[src/sv/hsamp_pkg.sv]
// shared constants, register indexes and state types of the height grid sampler
package hsamp_pkg;

    // default grid points per side held in the grid memory
    localparam int MAX_GRID_SIZE_DEF = 256;

    // fraction bits of the Q16.16 format
    localparam int FRAC_W = 16;

    // configuration register indexes
    localparam int CFG_IDX_W = 2;
    localparam logic [CFG_IDX_W-1:0] CFG_GRID_SIZE   = 2'd0;
    localparam logic [CFG_IDX_W-1:0] CFG_ORIGIN_X    = 2'd1;
    localparam logic [CFG_IDX_W-1:0] CFG_ORIGIN_Z    = 2'd2;
    localparam logic [CFG_IDX_W-1:0] CFG_INV_SPACING = 2'd3;

    // configuration reset values
    localparam logic [8:0]  GRID_SIZE_RST   = 9'd256;
    localparam logic [31:0] ORIGIN_RST      = 32'h0000_0000;
    localparam logic [31:0] INV_SPACING_RST = 32'h0001_0000;

    // item kinds
    localparam logic KIND_WRITE = 1'b0;
    localparam logic KIND_QUERY = 1'b1;

    // front end sequencer
    typedef enum logic [1:0] {
        F_IDLE,
        F_MUL,
        F_PUSH
    } front_state_t;

    // back end sequencer
    typedef enum logic [3:0] {
        B_IDLE,
        B_R0,
        B_R1,
        B_R2,
        B_R3,
        B_TOP,
        B_MB,
        B_BOT,
        B_MZ,
        B_OUT
    } back_state_t;

endpackage

[src/sv/hsamp_back.sv]
// back end: grid writes, four neighbour reads, bilinear blend and result buffer
module hsamp_back #(
    parameter int MAX_GRID_SIZE = hsamp_pkg::MAX_GRID_SIZE_DEF,
    localparam int IDX_W  = $clog2(MAX_GRID_SIZE),
    localparam int CMD_W  = 1 + 2 * IDX_W + 2 * hsamp_pkg::FRAC_W + 32,
    localparam int ADDR_W = $clog2(MAX_GRID_SIZE * MAX_GRID_SIZE)
) (
    input  logic              clk,
    input  logic              rst_n,
    input  logic [IDX_W-1:0]  n_m1,
    input  logic [CMD_W-1:0]  cmd_data,
    input  logic              cmd_empty,
    output logic              cmd_pop,
    output logic              ram_we,
    output logic [ADDR_W-1:0] ram_addr,
    output logic [31:0]       ram_wdata,
    input  logic [31:0]       ram_rdata,
    output logic              empty,
    input  logic              pop,
    output logic [31:0]       sampled_height
);

    localparam int FW = hsamp_pkg::FRAC_W;
    localparam int P_W = 33 + FW + 1;
    localparam logic [ADDR_W-1:0] STRIDE = ADDR_W'(MAX_GRID_SIZE);

    hsamp_pkg::back_state_t state_reg, state_next;

    logic [IDX_W-1:0]   ix_reg;
    logic [IDX_W-1:0]   iz_reg;
    logic [FW-1:0]      tx_reg;
    logic [FW-1:0]      tz_reg;
    logic [31:0]        h00_reg;
    logic [31:0]        h10_reg;
    logic [31:0]        h01_reg;
    logic [31:0]        h11_reg;
    logic [31:0]        top_reg;
    logic [31:0]        bot_reg;
    logic signed [P_W-1:0] prod_reg;
    logic               out_valid_reg, out_valid_next;
    logic [31:0]        out_data_reg;

    logic               head_query;
    logic [IDX_W-1:0]   head_col;
    logic [IDX_W-1:0]   head_row;
    logic [FW-1:0]      head_tx;
    logic [FW-1:0]      head_tz;
    logic [31:0]        head_data;
    logic [IDX_W-1:0]   ix1;
    logic [IDX_W-1:0]   iz1;
    logic signed [32:0] mul_a;
    logic signed [FW:0] mul_b;
    logic signed [P_W-1:0] prod_next;
    logic signed [P_W-1:0] prod_shr;
    logic [31:0]        blend_base;
    logic [32:0]        blend_sum;
    logic               out_load;

    function automatic logic [ADDR_W-1:0] grid_addr(
        input logic [IDX_W-1:0] c,
        input logic [IDX_W-1:0] r
    );
        grid_addr = ADDR_W'(r) * STRIDE + ADDR_W'(c);
    endfunction

    // command word fields
    assign head_query = cmd_data[CMD_W-1];
    assign head_col   = cmd_data[64 + IDX_W +: IDX_W];
    assign head_row   = cmd_data[64 +: IDX_W];
    assign head_tx    = cmd_data[48 +: FW];
    assign head_tz    = cmd_data[32 +: FW];
    assign head_data  = cmd_data[31:0];

    // far neighbours clamped to the grid edge
    assign ix1 = (ix_reg == n_m1) ? ix_reg : ix_reg + 1'b1;
    assign iz1 = (iz_reg == n_m1) ? iz_reg : iz_reg + 1'b1;

    // shared blend multiplier, operands by step
    always_comb
    begin
        mul_b = $signed({1'b0, tx_reg});
        case (state_reg)
            hsamp_pkg::B_R3:
            begin
                mul_a = $signed({h10_reg[31], h10_reg}) - $signed({h00_reg[31], h00_reg});
            end
            hsamp_pkg::B_MB:
            begin
                mul_a = $signed({h11_reg[31], h11_reg}) - $signed({h01_reg[31], h01_reg});
            end
            hsamp_pkg::B_MZ:
            begin
                mul_a = $signed({bot_reg[31], bot_reg}) - $signed({top_reg[31], top_reg});
                mul_b = $signed({1'b0, tz_reg});
            end
            default:
            begin
                mul_a = '0;
            end
        endcase
    end

    assign prod_next = mul_a * mul_b;

    // shared blend adder, floor of the weighted difference
    assign prod_shr = prod_reg >>> FW;

    always_comb
    begin
        case (state_reg)
            hsamp_pkg::B_TOP: blend_base = h00_reg;
            hsamp_pkg::B_BOT: blend_base = h01_reg;
            default:          blend_base = top_reg;
        endcase
    end

    assign blend_sum = {blend_base[31], blend_base} + prod_shr[32:0];

    // sequencer and memory port
    always_comb
    begin
        state_next = state_reg;
        cmd_pop    = 1'b0;
        ram_we     = 1'b0;
        ram_addr   = grid_addr(head_col, head_row);
        ram_wdata  = head_data;
        out_load   = 1'b0;
        case (state_reg)
            hsamp_pkg::B_IDLE:
            begin
                if (!cmd_empty)
                begin
                    cmd_pop = 1'b1;
                    if (head_query)
                    begin
                        state_next = hsamp_pkg::B_R0;
                    end
                    else
                    begin
                        ram_we = 1'b1;
                    end
                end
            end
            hsamp_pkg::B_R0:
            begin
                ram_addr   = grid_addr(ix_reg, iz_reg);
                state_next = hsamp_pkg::B_R1;
            end
            hsamp_pkg::B_R1:
            begin
                ram_addr   = grid_addr(ix1, iz_reg);
                state_next = hsamp_pkg::B_R2;
            end
            hsamp_pkg::B_R2:
            begin
                ram_addr   = grid_addr(ix_reg, iz1);
                state_next = hsamp_pkg::B_R3;
            end
            hsamp_pkg::B_R3:
            begin
                ram_addr   = grid_addr(ix1, iz1);
                state_next = hsamp_pkg::B_TOP;
            end
            hsamp_pkg::B_TOP:
            begin
                state_next = hsamp_pkg::B_MB;
            end
            hsamp_pkg::B_MB:
            begin
                state_next = hsamp_pkg::B_BOT;
            end
            hsamp_pkg::B_BOT:
            begin
                state_next = hsamp_pkg::B_MZ;
            end
            hsamp_pkg::B_MZ:
            begin
                state_next = hsamp_pkg::B_OUT;
            end
            hsamp_pkg::B_OUT:
            begin
                if (!out_valid_reg || pop)
                begin
                    out_load   = 1'b1;
                    state_next = hsamp_pkg::B_IDLE;
                end
            end
            default:
            begin
                state_next = hsamp_pkg::B_IDLE;
            end
        endcase
    end

    // result buffer occupancy
    always_comb
    begin
        out_valid_next = out_valid_reg;
        if (out_load)
        begin
            out_valid_next = 1'b1;
        end
        else if (pop)
        begin
            out_valid_next = 1'b0;
        end
    end

    always_ff @(posedge clk or negedge rst_n)
    begin
        if (!rst_n)
        begin
            state_reg     <= hsamp_pkg::B_IDLE;
            out_valid_reg <= 1'b0;
        end
        else
        begin
            state_reg     <= state_next;
            out_valid_reg <= out_valid_next;
        end
    end

    // datapath registers
    always_ff @(posedge clk)
    begin
        if (cmd_pop)
        begin
            ix_reg <= head_col;
            iz_reg <= head_row;
            tx_reg <= head_tx;
            tz_reg <= head_tz;
        end
        case (state_reg)
            hsamp_pkg::B_R1:  h00_reg <= ram_rdata;
            hsamp_pkg::B_R2:  h10_reg <= ram_rdata;
            hsamp_pkg::B_R3:  h01_reg <= ram_rdata;
            hsamp_pkg::B_TOP:
            begin
                h11_reg <= ram_rdata;
                top_reg <= blend_sum[31:0];
            end
            hsamp_pkg::B_BOT: bot_reg <= blend_sum[31:0];
            default:
            begin
            end
        endcase
        if ((state_reg == hsamp_pkg::B_R3) || (state_reg == hsamp_pkg::B_MB) ||
            (state_reg == hsamp_pkg::B_MZ))
        begin
            prod_reg <= prod_next;
        end
        if (out_load)
        begin
            out_data_reg <= blend_sum[31:0];
        end
    end

    assign empty          = !out_valid_reg;
    assign sampled_height = out_data_reg;

endmodule

[config.mk]
export PLATFORM = sky130hd
export DESIGN_NAME = hsamp_back
export DESIGN_NICKNAME = d
export VERILOG_FILES = /design/src/sv/hsamp_pkg.sv /design/src/sv/hsamp_back.sv
export SDC_FILE = /design/constraint.sdc
export NUM_CORES = 2
export LEC_CHECK = 0
export ABC_AREA = 1
export BUFFER_PORTS_ARGS = -buffer_cell sky130_fd_sc_hd__buf_2
export CAP_MARGIN = 20
export CORE_UTILIZATION = 43
export DETAILED_ROUTE_END_ITERATION = 16
export HOLD_SLACK_MARGIN = 0.05
export PLACE_DENSITY = 0.72
export SLEW_MARGIN = 30
export SYNTH_ARGS = -nofsm -noshare
export SYNTH_HDL_FRONTEND = slang
export SYNTH_SLANG_ARGS = --single-unit
[constraint.sdc]
create_clock -name clk -period 13 [get_ports clk]
set_clock_uncertainty 0.2 [all_clocks]
set_input_delay 0.65 -clock clk [delete_from_list [all_inputs] [get_ports clk]]
set_output_delay 0.65 -clock clk [all_outputs]
set_load 0.005 [all_outputs]
==> impl_metrics.py <==
metrics = {
    "logic_synthesis": {
        "ys_warn_count": 0,
        "syn_inst": 4697,
        "synth_nets": 5552,
        "synth-edff-count": 304,
        "syn-cell-area_mm2": 0.03843,
        "synth_top_area_share_pct": 25.42,
        "async_flop_share_pct": 1.618,
        "avgSynthCellArea_um2": 8.181,
        "ys_seq_elements": 309,
        "ys_types": 59,
        "synth_top_area_cell": "fa_1",
        "synth_ff_type": "edfxtp_1",
        "ys_top_cells_by_area": "fa_1, edfxtp_1, inv_1",
        "yosysSeqAreaShare_pct": 24.08,
    },
    "timing": {
        "finalSetupViolCount": 0,
        "fin_crit_sh_pct": 71.62,
        "finalHoldViolations": 0,
        "rsz0062_at_grt": "false",
        "worstMarginPinSlew_ps": 1027,
        "fin_tns_setup_ps": 0,
        "fin_crit_ps": 9310,
        "max-slew-margin-rel_pct": 31.36,
        "drv_slew": 0,
        "max_freq_mhz": 107.4,
    },
    "setup_path": {
        "endpoint_kind": "flip-flop",
        "endpoint": "prod_reg[43]",
        "cp_max_fo": 30,
        "worstSetupPathType": "reg2reg",
        "critPathLaunch": "state_reg[1]",
        "timing.rr.end": "prod_reg[43]",
        "required_ps": 13100,
        "r2r_setup_slack_ps": 3690,
        "cp.arrival_ps": 9420,
        "rr_worst_depth": 25,
        "worst_setup_path_start_kind": "flip-flop",
        "timing.rr.start": "state_reg[1]",
    },
    "cts": {
        "clock_latency_ps": 580,
        "cts_tree": "done",
        "cts_buffer_depth": 3,
        "clock-sinks": 309,
        "numCtsBuffers": 38,
        "cts_resized": 0,
        "cts_setup_buffers": 0,
        "htree_levels": 2,
        "cts.clk_slew.worst_paths_ps": 60,
        "clock-root-buffer": "clkbuf_16",
    },
    "place": {
        "post-dp-hpwl_um": 92860,
        "place.gp.congestion": 0.9985,
        "io_buffer_count": 143,
    },
    "drt": {
        "drc_errors": 28,
        "wl_um": 115000,
        "routedWlPerCell_um": 19.22,
        "vias": 31420,
        "drt-initial-drc-count": 2916,
        "postRouteAntennaNets": 0,
        "vias_per_cell": 5.253,
        "first_pass_iters": 13,
    },
    "grt": {
        "grt_remaining_overflow": 0,
        "grt_pass1_vias": 31800,
        "track_usage_pct": 25.64,
        "grt_pass1_wl_um": 178100,
        "grt_max_degree": 51,
        "antenna_found_initial": 3,
    },
    "floorplan": {
        "ios": 208,
        "fp.coreArea_mm2": 0.08851,
        "dieArea_mm2": 0.09057,
        "fp.dieW_um": 300.9,
        "rows": 109,
        "initial_utilization_pct": 43.42,
        "fp.dieH_um": 300.9,
    },
    "finish": {
        "final_nets": 5644,
        "synthToLayoutAreaGrowth_pct": 8.003,
        "final_common_cell": "inv_1",
        "layout.cells.most_common_list": "inv_1, nand2_1, fa_1, edfxtp_1, a21oi_1",
        "drive_gt1_share_pct": 6.852,
    },
    "min_path": {
        "hold_class": "in2reg",
    },
    "outcome": {
        "status": "finished, violations left",
        "violations": "DRC",
    },
    "job": {
        "drv_cap": 0,
    },
}
[routing by layer]
metal	global-route usage, %	share of wire (%)	routed length [um]
met1	33.25	41	46600
met5	0	0.0096	11
met2	42.67	47	54150
met4	11.41	4.7	5460
met3	3.499	7.6	8748
[layout make-up]
type	instances	area [um^2]
Antenna cell	1	2.502
Clock buffer	40	958.4
Clock inverter	27	224.0
Fill cell	8586	47010
Inverter	1169	4388
Multi-Input combinational cell	3080	24080
Sequential cell	309	9254
Tap cell	1165	1458
Timing Repair Buffer	191	1144
[Yosys cell counts, drive strengths merged (18+ instances only)]
master and n:
o211ai 21, inv 1168, or2 18, nor3 32, xor2 59, o21bai 19, nor2 280, xnor2 45
a31oi 18, nand3 165, edfxtp 304, nand2 1101, buf 95, o21ai 151, a21o 32, fa 488
nand4 29, o22ai 30, ha 242, clkbuf 44, a21oi 270
[worst min path at each step]
stage	startpoint	endpoint	slack (ps)	cells past startpoint
global placement	rst_n	out_valid_reg	280	1
CTS	cmd_data[47]	tz_reg[15]	50	1
finish	cmd_data[36]	tz_reg[4]	60	1
global route	cmd_data[55]	tx_reg[7]	60	1
detailed placement	rst_n	state_reg[2]	280	1
floorplan	rst_n	out_valid_reg	150	0
[critical path, stage by stage (launching register included)]
cell	delay, ps
dfrtp_1	520
nor2_1	230
nand2_2	330
inv_2	110
buf_4	460
nand2_1	100
nand2_1	730
buf_4	360
nand2_1	130
fa_1	600
inv_1	150
fa_1	930
inv_1	170
fa_1	530
fa_1	570
fa_1	430
fa_1	490
inv_1	40
ha_1	350
nand2_1	140
nor2_1	280
nand2_1	170
nor3_1	390
nand4_1	210
nand3_1	300
xor2_1	110
[kinds of logic after synthesis]
family | synth area share (%)
AO/OA/AOI/OAI | 8.853
AND/OR/NAND/NOR | 17.90
flip-flops | 24.08
buffers and inverters | 13.50
adder cells (fa/ha/maj) | 33.30
XOR/XNOR | 2.370
[timing repair]
action | CTS | global route
endpoints found under the setup margin | 0 | 0
hold buffers | 19 | 0
endpoints found under the hold margin | 23 | 0
[metrics by stage]
step / worst slack, ps / std cells / cell area [um^2] / hold WS, ps / utilization (%)
2_1_floorplan: 5715 / 4697 / 38430 / 154.4 / -
3_3_place_gp: 3832 / 5894 / 40080 / 275.1 / 45.28
3_5_place_dp: 3927 / 5894 / 40090 / 278.8 / 45.29
4_1_cts: 3902 / 5980 / 41460 / 50.08 / 46.85
5_1_grt: 3294 / 5981 / 41500 / 59.75 / 46.89
6_report: 3690 / 5982 / 41500 / 62.88 / 46.89
Power is not shown: default switching activity piles up to over one toggle a cycle in this logic, so the estimate is an artifact.
