==> config.mk <==
export PLATFORM = sky130hd
export DESIGN_NAME = hsamp_cmd_fifo
export DESIGN_NICKNAME = d
export VERILOG_FILES = /design/src/sv/hsamp_cmd_fifo.sv
export SDC_FILE = /design/constraint.sdc
export NUM_CORES = 1
export LEC_CHECK = 0
export BUFFER_PORTS_ARGS = -buffer_cell sky130_fd_sc_hd__buf_2
export CORE_MARGIN = 10
export CORE_UTILIZATION = 45
export CTS_BUF_LIST = sky130_fd_sc_hd__clkbuf_2 sky130_fd_sc_hd__clkbuf_4 sky130_fd_sc_hd__clkbuf_8
export CTS_CLUSTER_DIAMETER = 200
export CTS_CLUSTER_SIZE = 40
export DETAILED_ROUTE_END_ITERATION = 8
export PLACE_DENSITY = 0.72
export RECOVER_POWER = 100
export SYNTH_ARGS = -nofsm -noshare
export SYNTH_HDL_FRONTEND = slang
export SYNTH_SLANG_ARGS = --single-unit
==> constraint.sdc <==
create_clock -name clk -period 7.1 [get_ports clk]
set_input_delay 1.42 -clock clk [delete_from_list [all_inputs] [get_ports clk]]
set_output_delay 1.42 -clock clk [all_outputs]
set_load 0.005 [all_outputs]
==> src/sv/hsamp_cmd_fifo.sv <==
// small command queue between the front and back ends
module hsamp_cmd_fifo #(
    parameter int WIDTH = 32,
    parameter int DEPTH = 2,
    localparam int PTR_W = (DEPTH > 1) ? $clog2(DEPTH) : 1,
    localparam int CNT_W = $clog2(DEPTH + 1)
) (
    input  logic             clk,
    input  logic             rst_n,
    input  logic             push,
    input  logic [WIDTH-1:0] wr_data,
    output logic             full,
    input  logic             pop,
    output logic [WIDTH-1:0] rd_data,
    output logic             empty
);

    logic [WIDTH-1:0] slot_reg [DEPTH];
    logic [PTR_W-1:0] wr_ptr_reg, wr_ptr_next;
    logic [PTR_W-1:0] rd_ptr_reg, rd_ptr_next;
    logic [CNT_W-1:0] count_reg, count_next;
    logic             do_push;
    logic             do_pop;

    assign full    = (count_reg == CNT_W'(DEPTH));
    assign empty   = (count_reg == '0);
    assign do_push = push && !full;
    assign do_pop  = pop && !empty;
    assign rd_data = slot_reg[rd_ptr_reg];

    // pointer and fill count update
    always_comb
    begin
        wr_ptr_next = wr_ptr_reg;
        rd_ptr_next = rd_ptr_reg;
        count_next  = count_reg;
        if (do_push)
        begin
            wr_ptr_next = (wr_ptr_reg == PTR_W'(DEPTH - 1)) ? '0 : wr_ptr_reg + 1'b1;
        end
        if (do_pop)
        begin
            rd_ptr_next = (rd_ptr_reg == PTR_W'(DEPTH - 1)) ? '0 : rd_ptr_reg + 1'b1;
        end
        if (do_push && !do_pop)
        begin
            count_next = count_reg + 1'b1;
        end
        else if (do_pop && !do_push)
        begin
            count_next = count_reg - 1'b1;
        end
    end

    always_ff @(posedge clk or negedge rst_n)
    begin
        if (!rst_n)
        begin
            wr_ptr_reg <= '0;
            rd_ptr_reg <= '0;
            count_reg  <= '0;
        end
        else
        begin
            wr_ptr_reg <= wr_ptr_next;
            rd_ptr_reg <= rd_ptr_next;
            count_reg  <= count_next;
        end
    end

    // slot storage
    always_ff @(posedge clk)
    begin
        if (do_push)
        begin
            slot_reg[wr_ptr_reg] <= wr_data;
        end
    end

endmodule

==> results.tsv, run 1 <==
stage	metric	value	unit
synth	area leader, netlist	edfxtp_1	
floorplanning	Starting Density	47.41	%
global_routing	all-layer global routing usage	10.12	%
sta	final number of setup-violating endpoints	0	
clock_network	clock root buffer	clkbuf_8	
setup_path	Worst Setup SP	push	
global_routing	largest net degree at the start of global routing	34	
placed_design	dpl hpwl	3344	um
route	drt pass-1 iters	2	
power	final total power	1.172	mW
hold_path	HP Start	wr_ptr_reg$_DFFE_PN0P_	
clock_network	post_cts resized	0	
sta	Max-slew headroom	-75.77	%
sta	Max Transition Viols Final	66	
sta	worst slew pin tran	2.627	ns
clock_network	setup bufs post-CTS	0	
placed_design	Setup WS pre-CTS	4.072	ns
floorplanning	Die Ht	96.87	um
clock_network	Clock Sinks	68	
setup_path	critical path launch point type	primary input	
placed_design	dpl cells	257	
layout	leading cell type in the layout, fill and taps excluded	edfxtp_1	
route	Routed WL per cell	17.55	um
setup_path	crit path cell chain	buf_2 > nand2_1 > nor2_1	
clock_network	Clock Latency Late Sink	0.33	ns
synth	Syn Nets	156	
route	drt drc	0	
clock_network	CTS tree	done	
setup_path	CP Max Fanout	32	
layout	ant diodes	0	
clock_network	Max Buffers Root-to-Sink	2	
setup_path	delay-heaviest family, CP	simple AND/OR/NAND/NOR gates	
sta	hold slack	0.5211	ns
clock_network	Clock Pin Slew Worst Setup and Hold Paths	0.07	ns
synth	post-synth cell types	15	
global_routing	grt total ovfl	0	
layout	Area growth, synth to finish	15.11	%
power	Peak VDD IR	0.0003487	V
power	P_leak	1.138	nW
layout	Design Area, Final	0.003060	mm^2
route	detailed router's first-iteration violation count	51	
placed_design	GPL Wtd Cong	0.6927	
route	overall routed net length	4792	um
sta	Final Hold Viols	0	
layout	final non-filler cell total	273	
setup_path	worst r2r src	count_reg[0]$_DFFE_PN0P_	
synth	synth warn	0	
setup_path	arrival time at the worst endpoint	3.54	ns
sta	setup ws final	3.445	ns
synth	register area share after synthesis	76.05	%
floorplanning	Die Area	0.009383	mm^2
synth	syn_area_per_cell	22.34	um^2
setup_path	Crit. End Element	flop	
setup_path	slowest stage delay, CP	1.93	ns
sta	setup TNS	0	ns
run_status	failing checks	max-capacitance violations, max-slew violations	
route	DRT antenna net count	0	
route	DR vias/cell	4.700	
clock_network	CTS Hold Bufs	0	
clock_network	CTS Buf Count	9	
layout	max FFs per register	64	
synth	Yosys top cell area share	72.28	%
synth	post-synthesis cell count	119	
layout	fin nets	233	
hold_path	min-delay worst type	reg2reg	
synth	synthesized cell area	0.002659	mm^2
layout	final core utilization	54.57	%
sta	fin crit share	51.48	%
global_routing	vias in the first global route	1473	
floorplanning	core area	0.005608	mm^2
layout	layout cells sized above 1	33.33	%
placed_design	port bufs	69	
sta	clock skew	0.006699	ns
synth	flops & latches, synth	68	
setup_path	CP Buf/Inv Count	1	
floorplanning	number of cell rows	27	
flow_run	# Max-Cap Violations	2	
power	pwr dens	382.9	mW/mm^2
route	via count	1283	
floorplanning	Die X-Extent	96.87	um
global_routing	initial antenna violation count	0	
global_routing	global-route wire length before repair	7389	um
sta	RSZ-0062 raised after global routing	no	
sta	f_max	273.6	MHz
clock_network	H-tree depth	3	
sta	fin crit period	3.655	ns
placed_design	Area after DPL	0.003039	mm^2
setup_path	Worst path slowest cell	nor2_1	
setup_path	kind of critical path	in2reg	
layout	most frequent cells in the layout	edfxtp_1, buf_2, mux2_1	
run_status	status	finished with violations	
setup_path	CP Data Required Time	6.99	ns
floorplanning	top-level I/O count	70	
synth	Synth area leaders	edfxtp_1, mux2_4, dfrtp_1	
[cells by family after synthesis]
family	after synthesis	share of synthesized area, %
AOI/OAI and AO/OA	1	0.1881
xor gates and xnor gates	5	1.647
adders and majority gates	1	0.4705
buffers and inverters	6	2.965
DFF	68	76.05
muxes	32	17.65
and+or+nand+nor	6	1.035
[worst register-to-register path, cell delays in order, from the launching register on]
cell and delay (ns):
dfrtp_1 0.43, nand2b_1 0.18, nand2_1 0.11, nor2_1 1.93
[routing by layer]
layer / share of wire, % / up-vias / global-route usage (%)
met3: 4.8 / 12 / 3.052
met2: 54 / 45 / 18.10
met1: 38 / 616 / 9.551
met5: 0 / - / 0
met4: 3.2 / 0 / 7.328
li1: - / 610 / -
[worst paths after layout]
| check | end | slack, ns | depth (start not counted) |
|---|---|---|---|
| max in group asynchronous | rd_ptr_reg$_DFFE_PN0P_ | 6.00 | 1 |
| setup / recovery | slot_reg[0][13]$_DFFE_PP_ | 3.45 | 3 |
| min in group asynchronous | count_reg[1]$_DFFE_PN0P_ | 0.91 | 1 |
| hold / removal | wr_ptr_reg$_DFFE_PN0P_ | 0.52 | 1 |
| setup reg to reg | slot_reg[0][13]$_DFFE_PP_ | 3.99 | 3 |
| hold reg to reg | wr_ptr_reg$_DFFE_PN0P_ | 0.52 | 1 |
[synthesized netlist by cell type]
library cell and instances:
buf_6 1, and3_1 1, mux2_2 3, nand2b_1 1, nor2_1 3, ha_1 1
mux2_4 29, nand2_1 1, o21ai_1 1, inv_1 2, xor2_1 2, buf_12 3
edfxtp_1 64, dfrtp_1 4, xnor2_1 3
[report_power, final]
| part | switching, mW | internal [mW] | total (mW) |
|---|---|---|---|
| clock network | 0.126 | 0.134 | 0.260 |
| logic | 0.144 | 0.147 | 0.291 |
| registers | 0.0644 | 0.556 | 0.620 |
| total | 0.334 | 0.837 | 1.17 |
[final cells by class]
| cell class | instances | area [um^2] |
|---|---|---|
| fillers | 507 | 2547 |
| flip-flops and latches | 68 | 2022 |
| multi-input cells | 45 | 452.9 |
| repair buffers | 70 | 325.3 |
| clock buffers | 12 | 146.4 |
| well taps | 72 | 90.09 |
| clock inverters | 4 | 16.27 |
| inverters | 2 | 7.507 |
Note: power is estimated with default switching activity, not from simulation.
==> run 2: changes to the inputs <==
--- a/config.mk
+++ b/config.mk
@@ -12,7 +12,7 @@
 export CTS_CLUSTER_DIAMETER = 200
 export CTS_CLUSTER_SIZE = 40
 export DETAILED_ROUTE_END_ITERATION = 8
-export PLACE_DENSITY = 0.72
+export PLACE_DENSITY = 0.75
 export RECOVER_POWER = 100
 export SYNTH_ARGS = -nofsm -noshare
 export SYNTH_HDL_FRONTEND = slang
==> constraint.sdc (replaced) <==
create_clock -name clk -period 3.1 [get_ports clk]
set_input_delay 0.62 -clock clk [delete_from_list [all_inputs] [get_ports clk]]
set_output_delay 0.62 -clock clk [all_outputs]
set_load 0.005 [all_outputs]
==> run 2 against run 1 <==
- the flow still finishes with violations (max-capacitance violations, max-slew violations)
- die area did not move
- design area rose by 1.9%
- largest power group unchanged
- non-clock buffer count rose by 2
- via count fell by 1.4%
- worst hold slack got worse by 0.40 ns
- sequential power rose by 120%
==> results.tsv, run 2 (same netlist as run 1, synthesis figures left out) <==
stage	metric	value	unit	change
run_status	status	finished with violations		
run_status	failing checks	max-capacitance violations, max-slew violations		
clock_network	CTS Buf Count	9		unchanged
route	DR vias/cell	4.600		-2.1%
setup_path	CP Buf/Inv Count	2		+1
layout	leading cell type in the layout, fill and taps excluded	edfxtp_1		
power	Logic pwr share	28.4	%	+3.5 points
route	via count	1265		-1.4%
global_routing	grt total ovfl	0		unchanged
setup_path	CP Depth	3		unchanged
setup_path	Worst path slowest cell	dfrtp_1		
placed_design	dpl hpwl	3306	um	-1.1%
power	Net Sw Frac	28.45	%	-0.095 points
placed_design	port bufs	69		unchanged
flow_run	# Max-Cap Violations	1		-1
layout	filler cell count	483		-4.7%
layout	FF/Latch Area	0.002022	mm^2	unchanged
floorplanning	Die X-Extent	96.87	um	unchanged
sta	Max Transition Viols Final	33		-50%
route	overall routed net length	4693	um	-2.1%
sta	final number of setup-violating endpoints	0		unchanged
clock_network	Max Buffers Root-to-Sink	2		unchanged
clock_network	H-tree depth	3		unchanged
placed_design	GPL Wtd Cong	0.6717		-3.0%
sta	hold slack	0.1229	ns	-0.3982 ns
floorplanning	top-level I/O count	70		unchanged
setup_path	path depth of the worst reg2reg path	3		unchanged
global_routing	all-layer global routing usage	9.616	%	-0.51 points
route	detailed router's first-iteration violation count	39		-24%
power	P_leak	1.184	nW	+4.0%
layout	fin nets	235		+0.86%
hold_path	min-delay worst type	in2async		
layout	ant diodes	0		unchanged
route	DRT antenna net count	0		unchanged
power	Peak VDD IR	0.0006230	V	+79%
route	drt drc	0		unchanged
clock_network	CTS Hold Bufs	0		unchanged
sta	f_max	376.2	MHz	
layout	max FFs per register	64		unchanged
clock_network	post_cts resized	0		unchanged
sta	RSZ-0062 raised after global routing	no		
setup_path	crit path cell chain	clkbuf_2 > mux2_4 > buf_2		
power	Clk pwr share	21.8	%	-0.4 points
power	pwr dens	884.4	mW/mm^2	+130%
setup_path	critical path launch point type	flop		
setup_path	delay-heaviest family, CP	flip-flops		
clock_network	Clock Pin Slew Worst Setup and Hold Paths	0.07	ns	about the same
setup_path	reg-to-reg setup timing slack	0.67	ns	-3.32 ns
setup_path	arrival time at the worst endpoint	2.04	ns	-1.50 ns
clock_network	CTS tree	done		
power	internal power	1.974	mW	+140%
setup_path	CP Max Fanout	16		-50%
power	Net Switching	0.7847	mW	+130%
setup_path	CP Data Required Time	2.48	ns	-4.51 ns
floorplanning	Die Area	0.009383	mm^2	unchanged
clock_network	Clock Latency Late Sink	0.32	ns	about the same
sta	fin crit share	85.76	%	
sta	worst slew pin tran	1.613	ns	-1.014 ns
floorplanning	Die Ht	96.87	um	unchanged
layout	layout cells sized above 1	39.90	%	+6.6 points
route	Routed WL per cell	17.07	um	-2.8%
floorplanning	Starting Density	47.41	%	unchanged
setup_path	R2R Path End	slot_reg[1][25]$_DFFE_PP_		
global_routing	global-route wire length before repair	7258	um	-1.8%
floorplanning	number of cell rows	27		unchanged
clock_network	setup bufs post-CTS	0		unchanged
global_routing	vias in the first global route	1448		-1.7%
clock_network	Clock Sinks	68		unchanged
setup_path	Crit. End Element	output pin		
sta	clock skew	0.004619	ns	-0.002080 ns
sta	Final Hold Viols	0		unchanged
global_routing	initial antenna violation count	0		unchanged
layout	most frequent cells in the layout	edfxtp_1, buf_2, clkbuf_1		
sta	fin crit period	2.658	ns	
clock_network	clock root buffer	clkbuf_8		
setup_path	worst r2r src	count_reg[0]$_DFFE_PN0P_		
layout	Area growth, synth to finish	17.32	%	
power	sequential fraction of design power	49.8	%	-3.1 points
sta	setup TNS	0	ns	unchanged
floorplanning	core area	0.005608	mm^2	unchanged
layout	Multi-input gate area	500.5	um^2	+10%
setup_path	kind of critical path	reg2out		
sta	Max-slew headroom	-7.650	%	+68 points
global_routing	largest net degree at the start of global routing	33		-2.9%
route	drt pass-1 iters	4		+2
setup_path	slowest stage delay, CP	0.78	ns	-1.15 ns
==> run 2: worst max-delay path by stage <==
stage | slack [ns] | endpoint | start
floorplan | 0.62 | slot_reg[0][0]$_DFFE_PP_ | push
global placement | 1.08 | rd_data[4] | rd_ptr_reg$_DFFE_PN0P_
detailed placement | 1.05 | rd_data[0] | rd_ptr_reg$_DFFE_PN0P_
CTS | 0.70 | rd_data[0] | rd_ptr_reg$_DFFE_PN0P_
global route | 0.34 | rd_data[0] | rd_ptr_reg$_DFFE_PN0P_
finish | 0.44 | rd_data[0] | rd_ptr_reg$_DFFE_PN0P_
==> run 2: metrics by stage <==
step / setup slack (ns) / instances / cell area [um^2] / total power [mW] / utilization, %
finish: 0.4415 / 275 / 3119 / 2.759 / 55.62
global route: 0.3395 / 275 / 3119 / 2.944 / 55.62
CTS: 0.6968 / 275 / 3236 / 2.955 / 57.70
detailed placement: 1.055 / 259 / 3067 / 2.342 / 54.69
global placement: 1.079 / 259 / 3067 / 2.323 / 54.69
floorplan: 0.6156 / 119 / 2659 / 2.055 / -
==> run 2: metal layers <==
| layer | track usage, % | wire length [um] | part of all wire, % | up-vias |
|---|---|---|---|---|
| met5 | 0 | 0 | 0 | - |
| met4 | 3.382 | 12 | 0.26 | 0 |
| met1 | 10.64 | 2040 | 43 | 601 |
| met2 | 16.16 | 2372 | 51 | 45 |
| met3 | 4.045 | 267 | 5.7 | 2 |
| li1 | - | - | - | 617 |
==> run 2: layout make-up <==
| class | instances | share of cell area, % |
|---|---|---|
| sequential | 68 | 64.82 |
| multi-input combinational | 45 | 16.04 |
| timing repair buffer | 72 | 10.59 |
| clock buffer | 11 | 4.452 |
| tap | 72 | 2.888 |
| clock inverter | 5 | 0.9627 |
| inverter | 2 | 0.2407 |
==> run 2: power groups by stage <==
stage	Sequential (mW)	Combinational, mW	Clock (mW)
floorplan	1.34	0.718	0
global placement	1.40	0.925	0
detailed placement	1.40	0.938	0
CTS	1.39	0.940	0.627
global route	1.39	0.878	0.671
finish	1.37	0.784	0.602
==> run 3: changes to the inputs <==
--- a/config.mk
+++ b/config.mk
@@ -12,8 +12,9 @@
 export CTS_CLUSTER_DIAMETER = 200
 export CTS_CLUSTER_SIZE = 40
 export DETAILED_ROUTE_END_ITERATION = 8
-export PLACE_DENSITY = 0.75
+export PLACE_DENSITY = 0.72
 export RECOVER_POWER = 100
+export SLEW_MARGIN = 5
 export SYNTH_ARGS = -nofsm -noshare
 export SYNTH_HDL_FRONTEND = slang
 export SYNTH_SLANG_ARGS = --single-unit
==> constraint.sdc (replaced) <==
create_clock -name clk -period 3 [get_ports clk]
set_input_delay 0.6 -clock clk [delete_from_list [all_inputs] [get_ports clk]]
set_output_delay 0.6 -clock clk [all_outputs]
set_load 0.005 [all_outputs]
==> run 3 against run 2 <==
- the run now ends clean
- flip-flop and latch count stayed put
- worst hold slack lost 0.027 ns
- sequential power hardly changed
- non-clock buffer count down 1
- critical path depth did not move
- cell count shrank 1.1%
- count of clock-buffer cells in the layout unchanged
- critical path type unchanged
- critical endpoint is now rd_data[28]
==> results.tsv, run 3 (same netlist as run 1, synthesis figures left out) <==
stage	metric	value	unit	change
run_status	status	finished clean		
global_routing	largest net degree at the start of global routing	34		+3.0%
layout	final non-filler cell total	272		-1.1%
power	Peak VDD IR	0.0005214	V	-16%
sta	clock skew	0.004118	ns	-0.0005011 ns
floorplanning	Die X-Extent	96.87	um	unchanged
hold_path	min-delay worst type	in2async		
global_routing	vias in the first global route	1385		-4.4%
clock_network	Clock Latency Late Sink	0.32	ns	about the same
clock_network	CTS Buf Count	9		unchanged
setup_path	CP Data Required Time	2.40	ns	-0.08 ns
sta	setup TNS	0	ns	unchanged
sta	Max Transition Viols Final	0		-100%
global_routing	initial antenna violation count	0		unchanged
sta	fin crit share	67.29	%	
clock_network	clock root buffer	clkbuf_8		
placed_design	port bufs	69		unchanged
power	P_leak	1.145	nW	-3.3%
layout	most frequent cells in the layout	edfxtp_1, buf_2, mux2_1		
layout	max FFs per register	64		unchanged
placed_design	GPL Wtd Cong	0.6804		+1.3%
layout	FF/Latch Area	0.002023	mm^2	about the same
layout	Design Area, Final	0.003123	mm^2	+0.12%
clock_network	post_cts resized	0		unchanged
setup_path	kind of critical path	reg2out		
clock_network	H-tree depth	3		unchanged
global_routing	grt total ovfl	0		unchanged
sta	RSZ-0062 raised after global routing	no		
sta	f_max	495.4	MHz	
floorplanning	Die Ht	96.87	um	unchanged
sta	setup ws final	0.9814	ns	+0.5399 ns
route	detailed router's first-iteration violation count	52		+33%
route	drt drc	0		unchanged
power	Net Sw Frac	26.98	%	-1.5 points
setup_path	critical path launch point type	flop		
route	Routed WL per cell	17.43	um	+2.1%
layout	Multi-input gate area	460.4	um^2	-8.0%
sta	fin crit period	2.019	ns	
floorplanning	core area	0.005608	mm^2	unchanged
sta	final number of setup-violating endpoints	0		unchanged
floorplanning	Starting Density	47.41	%	unchanged
floorplanning	top-level I/O count	70		unchanged
placed_design	Setup WS pre-CTS	0.9944	ns	-0.06028 ns
clock_network	CTS Hold Bufs	0		unchanged
layout	Area growth, synth to finish	17.46	%	
power	final total power	2.951	mW	+7.0%
layout	fin nets	234		-0.43%
flow_run	# Max-Cap Violations	0		-1
power	sequential fraction of design power	46.7	%	-3.1 points
sta	worst slew pin tran	0.9129	ns	-0.7001 ns
power	Clk pwr share	26.1	%	+4.3 points
route	DRT antenna net count	0		unchanged
route	overall routed net length	4740	um	+1.0%
power	Logic pwr share	27.2	%	-1.2 points
setup_path	Crit. End Element	output pin		
floorplanning	number of cell rows	27		unchanged
placed_design	dpl cells	258		-0.39%
global_routing	global-route wire length before repair	7003	um	-3.5%
placed_design	dpl hpwl	3374	um	+2.1%
power	Net Switching	0.7963	mW	+1.5%
clock_network	Clock Pin Slew Worst Setup and Hold Paths	0.06	ns	about the same
floorplanning	Die Area	0.009383	mm^2	unchanged
clock_network	setup bufs post-CTS	0		unchanged
clock_network	Max Buffers Root-to-Sink	2		unchanged
clock_network	CTS tree	done		
layout	filler cell count	499		+3.3%
route	drt pass-1 iters	4		unchanged
layout	layout cells sized above 1	31.50	%	-8.4 points
placed_design	Area after DPL	0.003059	mm^2	-0.24%
setup_path	CP Max Fanout	33		+17
power	internal power	2.155	mW	+9.2%
power	pwr dens	945.0	mW/mm^2	+6.9%
route	via count	1259		-0.47%
clock_network	Clock Sinks	68		unchanged
setup_path	arrival time at the worst endpoint	1.42	ns	-0.62 ns
layout	leading cell type in the layout, fill and taps excluded	edfxtp_1		
sta	Max-slew headroom	38.99	%	+47 points
layout	ant diodes	0		unchanged
route	DR vias/cell	4.629		+0.62%
global_routing	all-layer global routing usage	9.668	%	+0.052 points
sta	Final Hold Viols	0		unchanged
[run 3: cell types whose count changed in the layout (fill, tap and decap cells not counted), sizes merged]
cell | previous run | this run
buf | 46 | 44
bufinv | 0 | 2
clkinv | 3 | 1
clkinvlp | 2 | 0
clkbuf | 37 | 38
[run 3: worst max-delay path, cell delays in order, from the launching register on]
cell and delay [ns]:
dfrtp_2 0.37, buf_12 0.22, mux2_1 0.37, buf_2 0.14
[run 3: power by group through the flow]
stage	Sequential (mW)	Combinational (mW)	Clock (mW)
floorplan	1.38	0.742	0
global placement	1.39	0.989	0
detailed placement	1.41	1.02	0
CTS	1.39	1.03	0.792
global route	1.40	0.883	0.825
finish	1.38	0.803	0.771
[run 3: worst paths after layout]
kind	from	to	slack, ns	cells past startpoint
worst max-delay path	rd_ptr_reg$_DFFE_PN0P_	rd_data[28]	0.98	3
worst min-delay path	rst_n	wr_ptr_reg$_DFFE_PN0P_	0.1	1
worst max register to register	count_reg[0]$_DFFE_PN0P_	slot_reg[1][5]$_DFFE_PP_	1.08	3
worst min register to register	count_reg[1]$_DFFE_PN0P_	count_reg[1]$_DFFE_PN0P_	0.54	1
max in group asynchronous	rst_n	rd_ptr_reg$_DFFE_PN0P_	2.70	1
min in group clk	wr_data[4]	slot_reg[0][4]$_DFFE_PP_	0.46	1
[run 3: metrics by stage]
stage | hold slack, ns | util (%)
6_report | 0.09590 | 55.69
4_1_cts | 0.04719 | 58.17
3_3_place_gp | 0.4050 | 54.55
2_1_floorplan | 0.3044 | -
3_5_place_dp | 0.4102 | 54.55
5_1_grt | 0.09065 | 55.69
[run 3: layout make-up]
type	instances	share of cell area, %
inverters	2	0.2404
clock inverters	3	2.043
multi-input cells	45	14.74
repair buffers	71	10.86
flip-flops and latches	68	64.78
well taps	72	2.885
clock buffers	11	4.447
[run 3: per-layer routing]
metal / GRT usage, % / share of wire [%] / vias to the layer above
li1: - / - / 611
met2: 16.92 / 54 / 39
met4: 7.103 / 2.3 / 0
met5: 0 / 0 / -
met1: 9.043 / 38 / 599
met3: 3.478 / 6.1 / 10
